==> src/rtl/gnorm_pkg.sv <==
// Shared types and constants of the Godunov upwind gradient magnitude block.
package gnorm_pkg;

    // Number format and register reset values
    localparam int          FRAC_BITS_DEF     = 16;
    localparam logic [31:0] INV_CELL_SIZE_RST = 32'h0001_0000;
    localparam logic [30:0] CLAMP_LIMIT_RST   = 31'h7FFF_FFFF;

    // Configuration port
    localparam int   APB_ADDR_W    = 3;
    localparam logic REG_INV_CELL  = 1'b0;
    localparam logic REG_CLAMP_LIM = 1'b1;

    // Square root pipeline: one result bit per step
    localparam int SQRT_BITS   = 32;
    localparam int SQRT_STEPS  = 2;
    localparam int SQRT_STAGES = SQRT_BITS / SQRT_STEPS;
    localparam int SQRT_TOP    = 2 * SQRT_BITS - 2;

    // Flags that travel alongside the radicand
    typedef struct packed {
        logic sat;
        logic bnd;
    } t_side;

endpackage

==> src/rtl/gnorm_isqrt.sv <==
// Pipelined 64-bit integer square root, two result bits per stage.
module gnorm_isqrt (
    input  logic                  i_clk,
    input  logic                  i_rst_n,
    input  logic                  i_en,
    input  logic                  i_valid,
    input  logic [63:0]           i_radicand,
    input  gnorm_pkg::t_side      i_side,
    output logic                  o_valid,
    output logic [31:0]           o_root,
    output gnorm_pkg::t_side      o_side
);
    import gnorm_pkg::*;

    logic [63:0] w_n   [0:SQRT_STAGES];
    logic [63:0] w_res [0:SQRT_STAGES];
    logic        w_vld [0:SQRT_STAGES];
    t_side       w_side[0:SQRT_STAGES];

    logic [63:0] r_n   [0:SQRT_STAGES-1];
    logic [63:0] r_res [0:SQRT_STAGES-1];
    logic        r_vld [0:SQRT_STAGES-1];
    t_side       r_side[0:SQRT_STAGES-1];

    logic [63:0] n_n   [0:SQRT_STAGES-1];
    logic [63:0] n_res [0:SQRT_STAGES-1];

    assign w_n[0]    = i_radicand;
    assign w_res[0]  = 64'd0;
    assign w_vld[0]  = i_valid;
    assign w_side[0] = i_side;

    for (genvar s = 0; s < SQRT_STAGES; s++) begin : g_stage
        always_comb begin : p_step
            logic [63:0] rem;
            logic [63:0] root;
            logic [63:0] bitv;
            logic [63:0] trial;
            rem  = w_n[s];
            root = w_res[s];
            for (int j = 0; j < SQRT_STEPS; j++) begin
                bitv  = 64'd1 << (SQRT_TOP - 2 * (s * SQRT_STEPS + j));
                trial = root + bitv;
                if (rem >= trial) begin
                    rem  = rem - trial;
                    root = (root >> 1) + bitv;
                end else begin
                    root = root >> 1;
                end
            end
            n_n[s]   = rem;
            n_res[s] = root;
        end

        always_ff @(posedge i_clk) begin
            if (!i_rst_n) begin
                r_vld[s] <= 1'b0;
            end else if (i_en) begin
                r_vld[s] <= w_vld[s];
            end
        end

        always_ff @(posedge i_clk) begin
            if (i_en) begin
                r_n[s]    <= n_n[s];
                r_res[s]  <= n_res[s];
                r_side[s] <= w_side[s];
            end
        end

        assign w_n[s+1]    = r_n[s];
        assign w_res[s+1]  = r_res[s];
        assign w_vld[s+1]  = r_vld[s];
        assign w_side[s+1] = r_side[s];
    end

    assign o_valid = w_vld[SQRT_STAGES];
    assign o_root  = w_res[SQRT_STAGES][31:0];
    assign o_side  = w_side[SQRT_STAGES];

endmodule

==> config.mk <==
export PLATFORM = sky130hd
export DESIGN_NAME = gnorm_isqrt
export DESIGN_NICKNAME = d
export VERILOG_FILES = /design/src/rtl/gnorm_pkg.sv /design/src/rtl/gnorm_isqrt.sv
export SDC_FILE = /design/constraint.sdc
export NUM_CORES = 2
export LEC_CHECK = 0
export ABC_AREA = 1
export BUFFER_PORTS_ARGS = -buffer_cell sky130_fd_sc_hd__buf_4
export CAP_MARGIN = 15
export CORE_AREA = 2 2 588 590
export DETAILED_ROUTE_END_ITERATION = 6
export DIE_AREA = 0 0 590 592
export GPL_TIMING_DRIVEN = 0
export PLACE_DENSITY_LB_ADDON = 0.2
export SLEW_MARGIN = 20
export SYNTH_ARGS = -nofsm -noshare
export SYNTH_HDL_FRONTEND = slang
export SYNTH_SLANG_ARGS = --single-unit
export TNS_END_PERCENT = 20
==> constraint.sdc <==
create_clock -name i_clk -period 7.35 [get_ports i_clk]
set_clock_uncertainty 0.1 [all_clocks]
set_input_delay 1.1025 -clock i_clk [delete_from_list [all_inputs] [get_ports i_clk]]
set_output_delay 1.1025 -clock i_clk [all_outputs]
set_load 0.01 [all_outputs]
==> impl_metrics.ini <==
[yosys]
synthArstFlopShare = 0
synthCells = 14600
synth_top_area_frac = 0.375
synth_xor_area_frac = 0.0430
ys.flop_type = edfxtp_1
synth-compound-area-share = 0.0916
synth-edff-count = 1279
synth_mux_area_frac = 0.000110
synth_seq_area_share = 0.375
synth_adder_area_share = 0.0699
syn_area_um2 = 103000
synth-simple-area-share = 0.329
yosysMostFrequentCell = nand2_1
synth_largest_area_cell = edfxtp_1
yosys-top-cells-count = nand2_1, inv_1, nor2_1
ys_types = 71
synthTopCellsByArea = edfxtp_1, nand2_1, inv_1
synth_top_family_by_area = simple AND/OR/NAND/NOR gates
synth_warnings = 0
synth.avg_cell_area_um2 = 7.04
synth_nets = 15200
synth_seq_cells = 1280

[setup_path]
critPathKind = reg -> reg
arrival_ns = 7.45
end_kind = flop
reg2regPathDepth = 28
crit_end = r_n[1][390]
path_common_cell = nand2_1
worst-path-max-fanout = 10
worst_path_max_delay_cell = edfxtp_1
cpPeakStageDelay_ns = 0.61
r2r_start = r_res[1][328]
cp.required_ns = 7.81
crit_start = r_res[1][328]
regToRegSetupSlack_ns = 0.36
start_kind = flop
r2r_end = r_n[1][390]

[min_path]
hp-class = reg -> reg

[clock_tree]
cts_tree = built
cts_sinks = 1280
ctsHoldBuffers = 0
clkLatencyLatePin_ns = 0.90
cts_made_buffers = 160
htree_num_levels = 4
post_cts_buffers = 0
cts_resized = 0
clockBufferDepth = 4
clk_pin_slew_ns = 0.07
cts_root_buffer = clkbuf_16

[run_status]
status = completed

[route]
vias = 95900
drtIter0Drc = 8342
totalWireLength_um = 386000
viasPerCell = 4.92
dr.pass1.iters = 6
routedWlPerCell_um = 19.8
final_antenna_net_count = 0
drc = 0

[timing]
slew_headroom = 0.251
post-route-period-util = 0.951
grt_setup_unrepaired = false
period_minus_slack_ns = 6.99
hold_viol = 0
worst_pin_slew_ns = 1.11
fin_ws_ns = 0.357
finalSetupViolations = 0
drv_slew = 0
hold_slack_ns = 0.267
max_freq_mhz = 143

[run]
cap_viol_max_count = 0

[pwr]
peakVddDrop_mv = 0.177
p_per_area_nw_per_um2 = 341
p_leak_nw = 50.7

[cells_and_area]
final_area_um2 = 114000
nFillCells = 37200
fin_nets = 15500
multi_input_area_um2 = 54700
synthToLayoutAreaGrowth_pct = 11.6
regArea_um2 = 38400
layout-drive-gt1-share = 0.0474

[global_route]
grt_use_total = 0.215
grt_pass1_vias = 90300
grt_pass1_wl_um = 572000
overflow = 0
grt_start_max_net_pins = 153
grt_antenna_before_repair = 5

[floorplanning]
initial_core_util = 0.299
die_h_um = 592
placeableCoreArea_um2 = 342000
num_rows = 215
die_area_um2 = 349000
boundaryPins = 105
fp.dieW_um = 590

[place]
post-dp-hpwl_um = 325000
place_congestion = 0.958
io_buffers = 104
postPlaceCellArea_um2 = 109000
dp_slack_ns = 0.321
cells in the final DEF (no fill, tap or decap), drive strengths merged, types with 3 or more instances in the layout:
cell type,n
a211oi,6
a21boi,11
a21o,32
a21oi,735
a22oi,3
a31o,4
a31oi,61
and2,19
and3,8
buf,212
bufinv,13
clkbuf,235
clkinv,70
clkinvlp,11
diode,3
edfxtp,1279
ha,573
inv,2274
nand2,4403
nand3,1044
nand3b,42
nand4,299
nor2,1912
nor3,185
nor3b,9
nor4,100
o211ai,17
o21a,47
o21ai,744
o21bai,44
o221a,5
o31ai,4
or2,35
or3,3
xnor2,248
xor2,255
how the worst min path moves through the flow:
stage | endpoint | cells after the start | slack, ns | start
after global placement | r_side[0][6] | 0 | 0.30 | r_side[0][4]
after floorplan | r_side[0][10] | 0 | 0.30 | r_side[0][8]
after detailed placement | r_side[0][3] | 0 | 0.30 | r_side[0][1]
final | r_n[1][68] | 0 | 0.27 | r_n[1][4]
after CTS | r_side[0][0] | 1 | 0.21 | i_side[0]
after global routing | r_side[0][0] | 1 | 0.24 | i_side[0]
cells by family after synthesis:
logic type / count (synthesis)
mux: 1
buf+inv: 2414
simple gates: 8063
flops: 1280
fa+ha+maj: 573
xor+xnor: 503
compound gates: 1722
where the power goes:
| group | leakage, nW | switching, mW | internal [mW] | total, mW |
|---|---|---|---|---|
| combinational | 35.9 | 13.8 | 6.30 | 20.1 |
| clock | 2.48 | 3.33 | 4.54 | 7.87 |
| sequential | 12.3 | 1.23 | 9.83 | 11.1 |
| total | 50.7 | 18.4 | 20.7 | 39.1 |
worst max-delay path, delay by kind of cell (launching register included):
family          cells  cell delay, ns
buf+inv             6            1.52
fa+ha+maj           2            0.77
compound gates      5            1.64
simple gates       15            2.04
flops               1            0.61
flip-flops by register name, indices dropped and copies added (netlist names):
register / count
r_side: 32
r_n: 960
r_vld: 16
r_res: 272
stage by stage:
| step | power, mW | TNS [ns] | utilization | instances |
|---|---|---|---|---|
| final | 39.1 | 0 | 0.334 | 19500 |
| after global routing | 42.1 | 0 | 0.334 | 19500 |
| after CTS | 39.0 | 0 | 0.334 | 19500 |
| after detailed placement | 30.9 | 0 | 0.319 | 19200 |
| after global placement | 31.2 | -8638.86 | 0.318 | 19200 |
| after floorplan | 24.6 | 0 | - | 14600 |
area by class of cell:
cell class | instances | area share
buffer | 147 | 0.00786
timing repair buffer | 115 | 0.00946
clock inverter | 101 | 0.00846
clock buffer | 185 | 0.0364
sequential | 1280 | 0.336
antenna | 3 | 0.0000656
tap | 4557 | 0.0498
inverter | 2267 | 0.0744
multi-input combinational | 10900 | 0.478
layer usage:
layer  vias to the layer above  GRT usage  wire length [um]
li1                      48200          -                 -
met1                     44700      0.306            183000
met2                      2637      0.349            172000
met3                       398     0.0209             21200
met4                         0     0.0519              9780
met5                         -          0                 0
Note: power is estimated with default switching activity, not from simulation.
